$ cat src/sv/dtsp_pkg.sv
// Shared types and constants for the device tree structure-block token parser.
// No dependencies; every module refers to it by scoped names.
package dtsp_pkg;

  // Structure-block tokens
  localparam logic [31:0] TOK_BEGIN = 32'h0000_0001;
  localparam logic [31:0] TOK_END   = 32'h0000_0002;
  localparam logic [31:0] TOK_PROP  = 32'h0000_0003;
  localparam logic [31:0] TOK_NOP   = 32'h0000_0004;
  localparam logic [31:0] TOK_FIN   = 32'h0000_0009;

  // Event codes reported with every word
  localparam logic [2:0] EV_SKIP  = 3'd0;
  localparam logic [2:0] EV_BEGIN = 3'd1;
  localparam logic [2:0] EV_END   = 3'd2;
  localparam logic [2:0] EV_PROP  = 3'd3;
  localparam logic [2:0] EV_NOP   = 3'd4;
  localparam logic [2:0] EV_FIN   = 3'd5;
  localparam logic [2:0] EV_ERR   = 3'd6;

  // Sticky error codes
  localparam logic [1:0] ERR_NONE      = 2'd0;
  localparam logic [1:0] ERR_BAD_TOKEN = 2'd1;
  localparam logic [1:0] ERR_TOO_DEEP  = 2'd2;
  localparam logic [1:0] ERR_UNDERFLOW = 2'd3;

  // What the parser expects in the next word
  typedef enum logic [2:0] {
    MODE_TOKEN = 3'd0,
    MODE_NAME  = 3'd1,
    MODE_PLEN  = 3'd2,
    MODE_POFF  = 3'd3,
    MODE_DATA  = 3'd4
  } mode_t;

  // Parser state carried from word to word
  typedef struct packed {
    mode_t       mode;
    logic [3:0]  nest_depth;
    logic [30:0] data_words_left;
    logic [31:0] held_length;
    logic [1:0]  sticky_error;
  } parse_state_t;

  localparam parse_state_t STATE_RESET = '{
    mode:            MODE_TOKEN,
    nest_depth:      4'd0,
    data_words_left: 31'd0,
    held_length:     32'd0,
    sticky_error:    ERR_NONE
  };

  // One result item
  typedef struct packed {
    logic [2:0]  event_res;
    logic [3:0]  depth;
    logic [31:0] prop_length;
    logic [31:0] str_offset;
    logic [1:0]  error_code;
  } parse_result_t;

endpackage

$ cat src/sv/dtsp_if.sv
// Valid/ready channel interfaces for the structure-block parser.
// Depends on nothing but the widths fixed for the word stream and results.
interface dtsp_in_if;
  logic        valid;
  logic        ready;
  logic [31:0] word;
  logic        first;

  modport source (output valid, output word, output first, input ready);
  modport sink   (input valid, input word, input first, output ready);
endinterface

interface dtsp_out_if;
  logic        valid;
  logic        ready;
  logic [2:0]  event_res;
  logic [3:0]  depth;
  logic [31:0] prop_length;
  logic [31:0] str_offset;
  logic [1:0]  error_code;

  modport source (output valid, output event_res, output depth, output prop_length,
                  output str_offset, output error_code, input ready);
  modport sink   (input valid, input event_res, input depth, input prop_length,
                  input str_offset, input error_code, output ready);
endinterface

$ cat src/sv/dtsp_step.sv
// Combinational next-state and result logic for one structure-block word.
// Depends on dtsp_pkg for the state, result, token and event definitions.
module dtsp_step #(
  parameter int unsigned MAX_DEPTH = 9
) (
  input  dtsp_pkg::parse_state_t  state,
  input  logic [31:0]             word,
  input  logic                    first,
  output dtsp_pkg::parse_state_t  state_next,
  output dtsp_pkg::parse_result_t result
);

  localparam logic [4:0] DEPTH_LIMIT = 5'(MAX_DEPTH);

  dtsp_pkg::parse_state_t cur;
  logic        zero_byte;
  logic        too_deep;
  logic [32:0] len_round;
  logic [30:0] pad_words;
  logic [30:0] left_dec;
  logic [2:0]  ev;

  // Restart parsing on the first word of a block
  assign cur = first ? dtsp_pkg::STATE_RESET : state;

  assign zero_byte = (word[31:24] == 8'd0) || (word[23:16] == 8'd0) ||
                     (word[15:8] == 8'd0) || (word[7:0] == 8'd0);
  assign too_deep  = ({1'b0, cur.nest_depth} + 5'd1) > DEPTH_LIMIT;

  // Padded data word count, computed without wrap
  assign len_round = {1'b0, cur.held_length} + 33'd3;
  assign pad_words = len_round[32:2];
  assign left_dec  = cur.data_words_left - 31'(cur.data_words_left != 31'd0);

  // Next state
  always_comb begin
    state_next = cur;
    if (cur.sticky_error == dtsp_pkg::ERR_NONE) begin
      unique case (cur.mode)
        dtsp_pkg::MODE_NAME: begin
          if (zero_byte) state_next.mode = dtsp_pkg::MODE_TOKEN;
        end
        dtsp_pkg::MODE_PLEN: begin
          state_next.held_length = word;
          state_next.mode        = dtsp_pkg::MODE_POFF;
        end
        dtsp_pkg::MODE_POFF: begin
          state_next.data_words_left = pad_words;
          state_next.mode = (pad_words != 31'd0) ? dtsp_pkg::MODE_DATA
                                                 : dtsp_pkg::MODE_TOKEN;
        end
        dtsp_pkg::MODE_DATA: begin
          state_next.data_words_left = left_dec;
          if (left_dec == 31'd0) state_next.mode = dtsp_pkg::MODE_TOKEN;
        end
        default: begin
          state_next.mode = dtsp_pkg::MODE_TOKEN;
          priority if (word == dtsp_pkg::TOK_BEGIN) begin
            if (too_deep) begin
              state_next.sticky_error = dtsp_pkg::ERR_TOO_DEEP;
            end else begin
              state_next.nest_depth = cur.nest_depth + 4'd1;
              state_next.mode       = dtsp_pkg::MODE_NAME;
            end
          end else if (word == dtsp_pkg::TOK_END) begin
            if (cur.nest_depth == 4'd0) begin
              state_next.sticky_error = dtsp_pkg::ERR_UNDERFLOW;
            end else begin
              state_next.nest_depth = cur.nest_depth - 4'd1;
            end
          end else if (word == dtsp_pkg::TOK_PROP) begin
            state_next.mode = dtsp_pkg::MODE_PLEN;
          end else if (word == dtsp_pkg::TOK_NOP || word == dtsp_pkg::TOK_FIN) begin
            state_next.mode = dtsp_pkg::MODE_TOKEN;
          end else begin
            state_next.sticky_error = dtsp_pkg::ERR_BAD_TOKEN;
          end
        end
      endcase
    end
  end

  // Event for this word
  always_comb begin
    ev = dtsp_pkg::EV_SKIP;
    if (cur.sticky_error != dtsp_pkg::ERR_NONE) begin
      ev = dtsp_pkg::EV_ERR;
    end else begin
      unique case (cur.mode)
        dtsp_pkg::MODE_NAME, dtsp_pkg::MODE_PLEN, dtsp_pkg::MODE_DATA: begin
          ev = dtsp_pkg::EV_SKIP;
        end
        dtsp_pkg::MODE_POFF: begin
          ev = dtsp_pkg::EV_PROP;
        end
        default: begin
          priority if (word == dtsp_pkg::TOK_BEGIN) begin
            ev = too_deep ? dtsp_pkg::EV_ERR : dtsp_pkg::EV_BEGIN;
          end else if (word == dtsp_pkg::TOK_END) begin
            ev = (cur.nest_depth == 4'd0) ? dtsp_pkg::EV_ERR : dtsp_pkg::EV_END;
          end else if (word == dtsp_pkg::TOK_PROP) begin
            ev = dtsp_pkg::EV_SKIP;
          end else if (word == dtsp_pkg::TOK_NOP) begin
            ev = dtsp_pkg::EV_NOP;
          end else if (word == dtsp_pkg::TOK_FIN) begin
            ev = dtsp_pkg::EV_FIN;
          end else begin
            ev = dtsp_pkg::EV_ERR;
          end
        end
      endcase
    end
  end

  // Assemble the result item
  always_comb begin
    result.event_res   = ev;
    result.depth       = state_next.nest_depth;
    result.prop_length = (ev == dtsp_pkg::EV_PROP) ? cur.held_length : 32'd0;
    result.str_offset  = (ev == dtsp_pkg::EV_PROP) ? word : 32'd0;
    result.error_code  = (ev == dtsp_pkg::EV_ERR) ? state_next.sticky_error
                                                  : dtsp_pkg::ERR_NONE;
  end

endmodule

$ cat src/sv/device_tree_struct_token_parser_top.sv
// Top level of the device tree structure-block token parser.
// Depends on dtsp_pkg, the dtsp_in_if / dtsp_out_if interfaces and dtsp_step.
//
//   Channel   Direction  Payload                                         Per request
//   in_ch     in         word[31:0], first                               one block word
//   out_ch    out        event_res, depth, prop_length, str_offset,      one result
//                        error_code
//
// One word per cycle unless the output stalls: each request passes through dtsp_step
// and lands in the result register when accepted; its result is offered next cycle.
// The parser state register updates on every accepted request; rst (synchronous)
// returns it to "expecting a token" at depth zero with no error and empties the
// result register. A stalled output blocks input only while the result register
// is full and not being taken this cycle.
module device_tree_struct_token_parser_top #(
  parameter int unsigned MAX_DEPTH = 9
) (
  input  logic              clk,
  input  logic              rst,
  dtsp_in_if.sink           in_ch,
  dtsp_out_if.source        out_ch
);

  dtsp_pkg::parse_state_t  state;
  dtsp_pkg::parse_state_t  state_next;
  dtsp_pkg::parse_result_t step_res;
  dtsp_pkg::parse_result_t res;
  logic                    res_valid;
  logic                    accept;

  dtsp_step #(
    .MAX_DEPTH (MAX_DEPTH)
  ) u_step (
    .state      (state),
    .word       (in_ch.word),
    .first      (in_ch.first),
    .state_next (state_next),
    .result     (step_res)
  );

  // Take a request whenever the result register is free or draining
  assign in_ch.ready = !res_valid || out_ch.ready;
  assign accept      = in_ch.valid && in_ch.ready;

  // Advance parser state on each accepted request
  always_ff @(posedge clk) begin
    if (rst) begin
      state <= dtsp_pkg::STATE_RESET;
    end else if (accept) begin
      state <= state_next;
    end
  end

  // Hold the result until the sink takes it
  always_ff @(posedge clk) begin
    if (rst) begin
      res_valid <= 1'b0;
    end else if (accept) begin
      res_valid <= 1'b1;
    end else if (out_ch.ready) begin
      res_valid <= 1'b0;
    end
  end

  always_ff @(posedge clk) begin
    if (accept) begin
      res <= step_res;
    end
  end

  assign out_ch.valid       = res_valid;
  assign out_ch.event_res   = res.event_res;
  assign out_ch.depth       = res.depth;
  assign out_ch.prop_length = res.prop_length;
  assign out_ch.str_offset  = res.str_offset;
  assign out_ch.error_code  = res.error_code;

endmodule
$ cat src/flat_wrapper.sv
// flat-port wrapper written by rule: the top's interface ports become plain ports
module device_tree_struct_token_parser_top_flat 
#(
  parameter int unsigned MAX_DEPTH = 9
)
  (clk, rst, in_ch_valid, in_ch_word, in_ch_first, in_ch_ready, out_ch_valid, out_ch_event_res, out_ch_depth, out_ch_prop_length, out_ch_str_offset, out_ch_error_code, out_ch_ready);
  dtsp_in_if in_ch_i ();
  dtsp_out_if out_ch_i ();
  input  logic clk;
  input  logic rst;
  input wire logic [$bits(in_ch_i.valid)-1:0] in_ch_valid;
  input wire logic [$bits(in_ch_i.word)-1:0] in_ch_word;
  input wire logic [$bits(in_ch_i.first)-1:0] in_ch_first;
  output wire logic [$bits(in_ch_i.ready)-1:0] in_ch_ready;
  output wire logic [$bits(out_ch_i.valid)-1:0] out_ch_valid;
  output wire logic [$bits(out_ch_i.event_res)-1:0] out_ch_event_res;
  output wire logic [$bits(out_ch_i.depth)-1:0] out_ch_depth;
  output wire logic [$bits(out_ch_i.prop_length)-1:0] out_ch_prop_length;
  output wire logic [$bits(out_ch_i.str_offset)-1:0] out_ch_str_offset;
  output wire logic [$bits(out_ch_i.error_code)-1:0] out_ch_error_code;
  input wire logic [$bits(out_ch_i.ready)-1:0] out_ch_ready;
  assign in_ch_i.valid = in_ch_valid;
  assign in_ch_i.word = in_ch_word;
  assign in_ch_i.first = in_ch_first;
  assign in_ch_ready = in_ch_i.ready;
  assign out_ch_valid = out_ch_i.valid;
  assign out_ch_event_res = out_ch_i.event_res;
  assign out_ch_depth = out_ch_i.depth;
  assign out_ch_prop_length = out_ch_i.prop_length;
  assign out_ch_str_offset = out_ch_i.str_offset;
  assign out_ch_error_code = out_ch_i.error_code;
  assign out_ch_i.ready = out_ch_ready;
  device_tree_struct_token_parser_top #(.MAX_DEPTH(MAX_DEPTH)) u_core (.clk(clk), .rst(rst), .in_ch(in_ch_i), .out_ch(out_ch_i));
endmodule
$ cat config.mk
export PLATFORM = sky130hd
export DESIGN_NAME = device_tree_struct_token_parser_top_flat
export DESIGN_NICKNAME = d
export VERILOG_FILES = /design/src/sv/dtsp_pkg.sv /design/src/sv/dtsp_if.sv /design/src/sv/dtsp_step.sv /design/src/sv/device_tree_struct_token_parser_top.sv /design/src/flat_wrapper.sv
export SDC_FILE = /design/constraint.sdc
export NUM_CORES = 1
export LEC_CHECK = 0
export ABC_AREA = 1
export ABC_CLOCK_PERIOD_IN_PS = 4800
export BUFFER_PORTS_ARGS = -buffer_cell sky130_fd_sc_hd__buf_4
export CORE_UTILIZATION = 54
export CTS_CLUSTER_DIAMETER = 200
export DETAILED_ROUTE_END_ITERATION = 7
export HOLD_SLACK_MARGIN = 0.12
export PLACE_DENSITY = 0.77
export SKIP_LAST_GASP = 1
export SLEW_MARGIN = 20
export SYNTH_ARGS = -nofsm -noshare
export SYNTH_HDL_FRONTEND = slang
export SYNTH_HIERARCHICAL = 1
export SYNTH_SLANG_ARGS = --single-unit
$ cat constraint.sdc
create_clock -name clk -period 4.8 [get_ports clk]
set_input_delay 0.24 -clock clk [delete_from_list [all_inputs] [get_ports clk]]
set_output_delay 0.24 -clock clk [all_outputs]
set_load 0.02 [all_outputs]
# --- After elaboration in Yosys (flattened, before gate mapping) ---
# Cells that the tools add are included.
totals:
  latchBits: 0
  output_inout_bits: 75
  ff_bits: 146
  elab_cells: 81
  mem_bits_rw: 0
  in_bits: 37
  romBits: 0
  mem_count: 0
classes:
  multipliers: 0
  muxes: 33
  shifts: 0
  order_cmp: 1
  bitwise: 0
  n_eq_ne: 11
  add_sub_neg: 5
  div_mod_pow: 0
  reduce_logical: 20
ops:
  columns: ["op", "n"]
  rows:
  - ["$mux 72", 2]
  - ["$eq 32x2->1 const B", 2]
  - ["$pmux 31 s2", 1]
  - ["$reduce_bool 31->1", 2]
  - ["$add 32x2->33 const B", 1]
  - ["$eq 32x1->1 const B", 1]
  - ["$eq 32x3->1 const B", 1]
  - ["$eq 32x4->1 const B", 1]
  - ["$logic_not 8->1", 4]
  - ["$mux 32", 1]
  - ["$logic_not 31->1", 1]
  - ["$sub 31x1->31", 1]
  - ["$mux 3", 9]
  - ["$mux 2", 11]
  - ["$mux 4", 3]
  - ["$pmux 3 s4", 1]
  - ["$eq 3x2->1 const B", 3]
  - ["$mux 7", 1]
  - ["$eq 3x3->1 const B", 2]
  - ["$pmux 3 s2", 1]
  - ["$add 4x1->5 const B", 1]
  - ["$gt 5x4->1 const B", 1]
  - ["$logic_or 1x1->1", 5]
  - ["$mux 5", 1]
  - ["other kinds (11)", 13]

# --- Depth between registers and ports, before layout ---
# Gate-level depths: netlist of run 1.
depth:
  depth_word: 9
  depth_mapped: 29
  depth_no_buf: 28

# --- Hierarchy ---
# Netlist of run 1, hierarchy kept.
modules_own_cells:
  columns: ["module", "cells_per_inst", "area_each_um2", "seq_area_each_um2", "n_inst"]
  rows:
  - ["device_tree_struct_token_parser_top", 551, 5531.6, 3653.5, 1]
  - ["dtsp_step", 1064, 4725.8, 0.0, 1]

# --- Least setup slack after synthesis of run 1 ---
# No wires, ideal clock.
synth_path:
  path_kind: "in2reg"
  from: "input port in_ch_valid"
  to: "register u_core.res, in the netlist u_core/out_ch.depth[0] (enable)"
  arrival_ps: 4220
  stages: 5
  n_path_buf: 3
  slack_ps: 51
  setup_time_ps: 528
  t_required_ps: 4272
  path_cell_list: "buf_4 buf_6 buf_6 inv_1 a21oi_1"
synth_between:
  elab_chain_len: 1
synth_rtl:
  columns: ["element", "line_no", "text"]
  rows:
  - ["start: declaration", "flat_wrapper.sv:11", "input wire logic [$bits(in_ch_i.valid)-1:0] in_ch_valid;"]
  - ["$logic_and 1x1->1", "device_tree_struct_token_parser_top.sv:43", "assign accept = in_ch.valid && in_ch.ready;"]
  - ["named net u_core.accept", "device_tree_struct_token_parser_top.sv:29", "logic accept;"]
  - ["end signal: assignment", "device_tree_struct_token_parser_top.sv:67", "res <= step_res;"]
  - ["end: declaration", "device_tree_struct_token_parser_top.sv:27", "dtsp_pkg::parse_result_t res;"]
# The timed path passes the listed nets, and every way through them passes these cells.
# A chain may end at the register's enable or synchronous reset.

==> impl_metrics.tcl, run 1 <==
set metrics [dict create \
    wire_per_inst_um 15.4 \
    hold_path.class "input port to flip-flop" \
    synth_cell_type_count 39 \
    fillers 1858 \
    met3_usage 0.0437 \
    final_common_cell "nand2_1" \
    r2r_end "u_core/state[71]" \
    status "complete, no violations" \
    grt_pass1_vias 9486 \
    place.port_buffers 111 \
    start_util 0.550 \
    drtIter0Drc 978 \
    seq_area_sq_um 3650 \
    max_cap_violations 0 \
    setup_viol 0 \
    crit_fanout 45 \
    worstHoldEndpoint "u_core/out_ch.str_offset[7]" \
    grt_setup_unrepaired "no" \
    maxSlewHeadroom 0.368 \
    grt_overflow_total 0 \
    root_buffer "clkbuf_16" \
    synth_area_sq_um 10300 \
    synth_cells 1615 \
    dpl.hpwl_um 21900 \
    antenna_found_initial 0 \
    grt_use_met2 0.512 \
    ant_nets 0 \
    drc 0 \
    grt_max_degree 93 \
    cts_htree_levels 4 \
    power_mw 3.60 \
    crit_path_start_kind "input port" \
    worst_pin_slew_ns 0.948 \
    cts.sinks 146 \
    fin_crit_ns 3.24 \
    grtUsageTotal 0.307 \
    die_w_um 140 \
    gp_congestion 0.967 \
    final_nets 1723 \
    min_from "in_ch_word[7]" \
    clk_pin_slew_ns 0.07 \
    cp.required_ns 5.13 \
    finalHoldViolCount 0 \
    fin_area_sq_um 11500 \
    critPathCaptureType "flip-flop" \
    postCtsSetupBuffers 0 \
    p_per_area_nw_per_um2 312 \
    die_area_sq_um 19500 \
    fp-row-count 50 \
    rrSetupSlack_ns 1.63 \
    use_met1 0.405 \
    slew_violations 0 \
    grt.busiest_layer "met2" \
    cts_max_path_buffers 2 \
    synth_fp_nets 1657 \
    first_pass_iters 6 \
    core_area_sq_um 18600 \
    grt_pass1_wl_um 47400 \
    ios 112 \
    yosysWarnings 6 \
    ys_seq_area_frac 0.356 \
    die_y_um 140 \
    area_growth_pct 12.4 \
    synth_seq_cells 146 \
    p_leak_nw 5.46 \
    layout_common_cells "nand2_1 (455), nor2_1 (277), inv_1 (203)" \
    crit_arrival_ns 3.57 \
    syn_area_per_cell_sq_um 6.35 \
    r2r_cells 25 \
    placed_area_sq_um 10900 \
    multiInputGateArea_sq_um 5250 \
    cts_inserted_buffers 17 \
    clk-insertion-delay-late_ns 0.43 \
    drive_above_1_share 0.111 \
    tritoncts "yes" \
    hold_depth 3 \
    finalCritPeriodShare 0.675 \
    via_per_inst 5.53 \
    fin_skew_ns 0.0103 \
    fin_tns_setup_ns 0 \
    vias 10700 \
    clock.fmax_mhz 308 \
    wirelength_um 29600 \
    r2r_start "u_core/state[53]" \
    diodes 0 \
    ir_worst_vdd_mv 0.247 \
    path_class "input port to flip-flop" \
]
## stage by stage
step / hold slack [ns] / std cells / worst slack (ns) / util
2_1_floorplan: 0.309 / 1615 / 0.0514 / -
3_3_place_gp: 0.412 / 1895 / 1.21 / 0.587
3_5_place_dp: 0.419 / 1895 / 1.17 / 0.587
4_1_cts: 0.122 / 1928 / 1.60 / 0.619
5_1_grt: 0.127 / 1928 / 1.20 / 0.619
6_report: 0.133 / 1928 / 1.56 / 0.619
## cell families after synthesis
| logic type | after synthesis | synth area share |
|---|---|---|
| DFF | 146 | 0.356 |
| AOI/OAI and AO/OA | 214 | 0.111 |
| and+or+nand+nor | 946 | 0.382 |
| adders and majority gates | 5 | 0.00610 |
| buffers and inverters | 291 | 0.134 |
| xor gates and xnor gates | 13 | 0.0111 |
## timing repair
action	4_1_cts	5_1_grt
hold endpoints to repair	1	0
hold buffers	1	0
resized for setup	0	0
## worst max path at each step
stage | from | endpoint | slack [ns]
after detailed placement | in_ch_first | u_core/state[71] | 1.17
after global placement | in_ch_first | u_core/state[71] | 1.21
after CTS | in_ch_first | u_core/state[71] | 1.60
after global routing | in_ch_first | u_core/state[71] | 1.20
final | in_ch_first | u_core/state[71] | 1.56
after floorplan | in_ch_valid | u_core/out_ch.depth[0] | 0.05
## sequential cells by signal, indices dropped and copies added, names as in the netlist
name / cells
u_core/out_ch.depth: 4
u_core/out_ch.error_code: 2
u_core/out_ch.prop_length: 32
u_core/out_ch.event_res: 3
u_core/out_ch.str_offset: 32
u_core/out_ch.valid: 1
u_core/state: 72
## power breakdown
group,switching (mW),total [mW],leakage [nW],internal [mW]
Clock,0.597,1.33,0.283,0.733
Sequential,0.0539,1.45,1.33,1.40
Combinational,0.546,0.818,3.84,0.272
Total,1.20,3.60,5.46,2.40
## critical path, cell delays in order
cell and delay [ns]:
buf_4 0.22, inv_2 0.13, buf_12 0.19, nand2_1 0.17, nand2_1 0.09, nor2_1 0.27, and2_1 0.25, nand4_1 0.15
ha_1 0.24, nand3_1 0.19, nor2_1 0.07, buf_4 0.19, nand2_2 0.09, nand2_1 0.06, nand2_1 0.11, nand2_1 0.07
nor2_1 0.10, nand2_1 0.05, nor2_1 0.11, nand3_1 0.09, nand2_1 0.06, nand2_1 0.05, nand2_1 0.05, nand2_1 0.05
inv_1 0.05, nand3_1 0.07, nand2_1 0.10, nor2_1 0.05
## final cells by class
type                       count  share of cell area
timing repair buffer         127              0.0840
sequential                   146               0.317
clock buffer                  18              0.0372
tap                          234              0.0254
multi-input combinational   1178               0.455
inverter                     211              0.0687
clock inverter                14              0.0126
## routing by layer
layer / share of wire / vias to the layer above
met5: 0 / -
met4: 0.023 / 0
met3: 0.063 / 57
met2: 0.47 / 427
met1: 0.45 / 4900
li1: - / 5271
## Yosys cell counts, drive strengths merged
| library cell | instances | area, sq um |
|---|---|---|
| nand3b | 9 | 67.6 |
| a31oi | 1 | 12.5 |
| nand2 | 464 | 1760 |
| o21ai | 107 | 543 |
| nand3 | 149 | 766 |
| ha | 5 | 62.6 |
| nand4 | 21 | 131 |
| or2 | 1 | 6.26 |
| o21bai | 1 | 7.51 |
| dfxtp | 73 | 1460 |
| nor4 | 2 | 12.5 |
| a22oi | 1 | 7.51 |
| nor3b | 1 | 7.51 |
| clkinv | 2 | 7.51 |
| buf | 58 | 488 |
| inv | 209 | 785 |
| nor3 | 11 | 55.1 |
| nor2 | 285 | 1090 |
| a22o | 5 | 43.8 |
| edfxtp | 73 | 2190 |
| xor2 | 8 | 70.1 |
| a21oi | 84 | 420 |
| xnor2 | 5 | 43.8 |
| clkbuf | 22 | 92.6 |
| o41ai | 1 | 8.76 |
| o22ai | 12 | 75.1 |
| and2 | 3 | 18.8 |
| o311ai | 2 | 17.5 |
(Power assumes the default switching activity.)
==> run 2, diff against run 1 <==
ABC_AREA = 0   (was 1)
ABC_CLOCK_PERIOD_IN_PS = 2800   (was 4800)
PLACE_DENSITY = 0.78   (was 0.77)
clock period = 2.8 ns   (was 4.8 ns; I/O delays follow)
==> run 2 against run 1 <==
- the run now ends with setup timing left
- sequential power up 59%
- final area increased by 15%
- clock power is 89% higher
- power increased by 47%
- sequential share of layout area down 4.1 points
- largest cell class unchanged
- highest routed layer unchanged
==> impl_metrics.tcl, run 2 <==
set metrics [dict create \
    fin_skew_ns 0.0165 \
    core_area_sq_um 17400 \
    place.port_buffers 111 \
    vias 10900 \
    cts_inserted_buffers 17 \
    p_seq_frac 0.435 \
    crit_chain "or4_4 -> or4_4 -> nor3_4 -> nor2_1 -> ha_2 -> ha_4 -> buf_4 -> inv_4 -> nor2_2 -> a21o_1 -> mux2_4 -> nor3_2 -> nand4b_1 -> nor4_2 -> o221ai_1 -> nand3_1 -> a21oi_2" \
    synth_fp_nets 1236 \
    diodes 0 \
    start_util 0.558 \
    stdcell_count 1691 \
    grt_overflow_total 0 \
    p_int_mw 3.89 \
    ys_seq_area_frac 0.376 \
    power_mw 5.29 \
    grt_setup_unrepaired "yes" \
    cp.required_ns 3.09 \
    path_common_cell "or4_4" \
    multiInputGateArea_sq_um 5830 \
    yosysWarnings 6 \
    final_util 0.763 \
    first_pass_iters 6 \
    finalHoldViolCount 0 \
    die_y_um 136 \
    synth_seq_cells 146 \
    max_cap_violations 0 \
    antenna_found_initial 1 \
    worst_pin_slew_ns 0.849 \
    grtUsageTotal 0.389 \
    drtIter0Drc 1466 \
    die_w_um 136 \
    synth_cells 1194 \
    largest_register_ffs 72 \
    dpl.hpwl_um 23300 \
    switchingPower_mw 1.39 \
    die_area_sq_um 18500 \
    cts.sinks 146 \
    root_buffer "clkbuf_16" \
    hold_path.class "input port to flip-flop" \
    crit_fanout 5 \
    p_per_area_nw_per_um2 398 \
    top_register "u_core/state" \
    clk_pin_slew_ns 0.07 \
    final_nets 1495 \
    path_class "flip-flop to flip-flop" \
    cp_slowest_stage_delay_ns 0.57 \
    drive_above_1_share 0.302 \
    cts_htree_levels 4 \
    maxSlewHeadroom 0.434 \
    synthArstFlopShare 0 \
    synth_area_sq_um 9720 \
    grt_pass1_vias 10100 \
    fin_tns_setup_ns -13.23 \
    ir_worst_vdd_mv 0.427 \
    fin_area_sq_um 13300 \
    grt_pass1_wl_um 55100 \
    synth_cell_type_count 70 \
    placed_area_sq_um 11900 \
    sw_frac_of_total 0.264 \
    wire_per_inst_um 21.5 \
    clock.fmax_mhz 265 \
    finalCritPeriodShare 1.35 \
    status "finished with violations" \
    drc 0 \
    final_common_cell "buf_4" \
    critPathCaptureType "flip-flop" \
    crit_slowest_cell "or4_4" \
    violations "setup timing" \
    seq_area_sq_um 3660 \
    crit_path_start_kind "flip-flop" \
    crit_family "simple AND/OR/NAND/NOR gates" \
    wirelength_um 36300 \
    fillers 1258 \
    synth_edf_count 73 \
    comb_power_share 0.088 \
    fp-row-count 48 \
    area_growth_pct 36.7 \
    synthTopCellsByArea "edfxtp_1 (23%), dfxtp_1 (15%), a21bo_1 (5.7%)" \
    synth_common_cells "nand2_1 (138), a21oi_1 (109), nand3_1 (91)" \
    fin_crit_ns 3.77 \
    crit_arrival_ns 4.06 \
    yosys.area.top_type_share 0.226 \
    p_leak_nw 5.25 \
    synth_flop_cell "edfxtp_1" \
    pwr-share-clk 0.477 \
    timing.final.ws_setup_ns -0.974 \
    place_inst 1614 \
    gp_congestion 0.966 \
    ant_nets 0 \
    cts_max_path_buffers 2 \
    preCtsSetupSlack_ns -1.03 \
    grt_max_degree 147 \
    rrSetupSlack_ns -0.97 \
    syn_area_per_cell_sq_um 8.14 \
    tritoncts "yes" \
    synth_top_area_cell "edfxtp_1" \
    setup_viol 31 \
    clk-insertion-delay-late_ns 0.44 \
    via_per_inst 6.44 \
    synth_most_common_cell "nand2_1" \
    slew_violations 0 \
    layout_common_cells "buf_4 (306), nand2_1 (135), a21oi_1 (106)" \
    hold_slack_ns 0.130 \
    ios 112 \
    critPathBufInv 2 \
]
-- run 2: changes by cell type in the layout (fill, tap and decap cells not counted), moves of 29 or more --
cell | before | now
buf_4 | 125 | 306
nand2_1 | 455 | 135
inv_1 | 203 | 14
o21ai_0 | 99 | 57
and3_1 | 0 | 52
dlygate4sd3_1 | 1 | 30
nor2_1 | 277 | 69
nand3_1 | 145 | 89
a21bo_1 | 0 | 55
-- run 2: cell type report --
class                   instances  area share
clock buffers                  17      0.0320
multi-input cells             920       0.439
clock inverters                15      0.0161
inverters                      16     0.00508
repair buffers                352       0.212
flip-flops and latches        146       0.275
well taps                     225      0.0212
-- run 2: kinds of logic after synthesis --
family,Yosys count,synth area share
multiplexers,5,0.00528
XOR/XNOR,34,0.0306
adder cells (fa/ha/maj),5,0.00644
AO/OA/AOI/OAI,371,0.261
buffers and inverters,128,0.0599
AND/OR/NAND/NOR,505,0.261
flip-flops,146,0.376
-- run 2: power by group through the flow --
stage,clock [mW],sequential [mW],combinational [mW]
floorplan,0,2.41,0.172
detailed placement,0,2.35,0.419
global placement,0,2.35,0.409
CTS,2.52,2.30,0.456
finish,2.52,2.30,0.465
global route,2.61,2.31,0.488
-- run 2: worst register-to-register path, cell delays in order (launching register included) --
cell and delay (ns):
dfxtp_1 0.31, or4_4 0.54, or4_4 0.57, nor3_4 0.17, nor2_1 0.06, ha_2 0.19
ha_4 0.18, buf_4 0.14, inv_4 0.06, nor2_2 0.05, a21o_1 0.19, mux2_4 0.27
nor3_2 0.16, nand4b_1 0.13, nor4_2 0.26, o221ai_1 0.14, nand3_1 0.11, a21oi_2 0.07
-- run 2: path summary, 6_finish.rpt --
path / startpoint / endpoint / cells after the start
worst min-delay path: in_ch_word[9] / u_core/state[11] / 5
worst min register to register: u_core/state[68] / u_core/state[68] / 2
worst max-delay path: u_core/state[52] / u_core/state[71] / 17
worst max register to register: u_core/state[52] / u_core/state[71] / 17
-- run 2: per-layer routing --
| layer | part of all wire | wire [um] | vias up | GRT usage |
|---|---|---|---|---|
| met2 | 0.47 | 17000 | 677 | 0.622 |
| met5 | 0 | 0 | - | 0 |
| met1 | 0.40 | 14700 | 5151 | 0.515 |
| li1 | - | - | 4950 | - |
| met3 | 0.090 | 3260 | 117 | 0.0656 |
| met4 | 0.038 | 1400 | 0 | 0.170 |
-- run 2: what timing repair did --
action                     CTS  global route
hold endpoints to repair    39             0
setup endpoints to repair   31            35
buffers inserted             9             6
pin swaps                   37            25
gates resized for setup     62            21
hold buffers                30             0
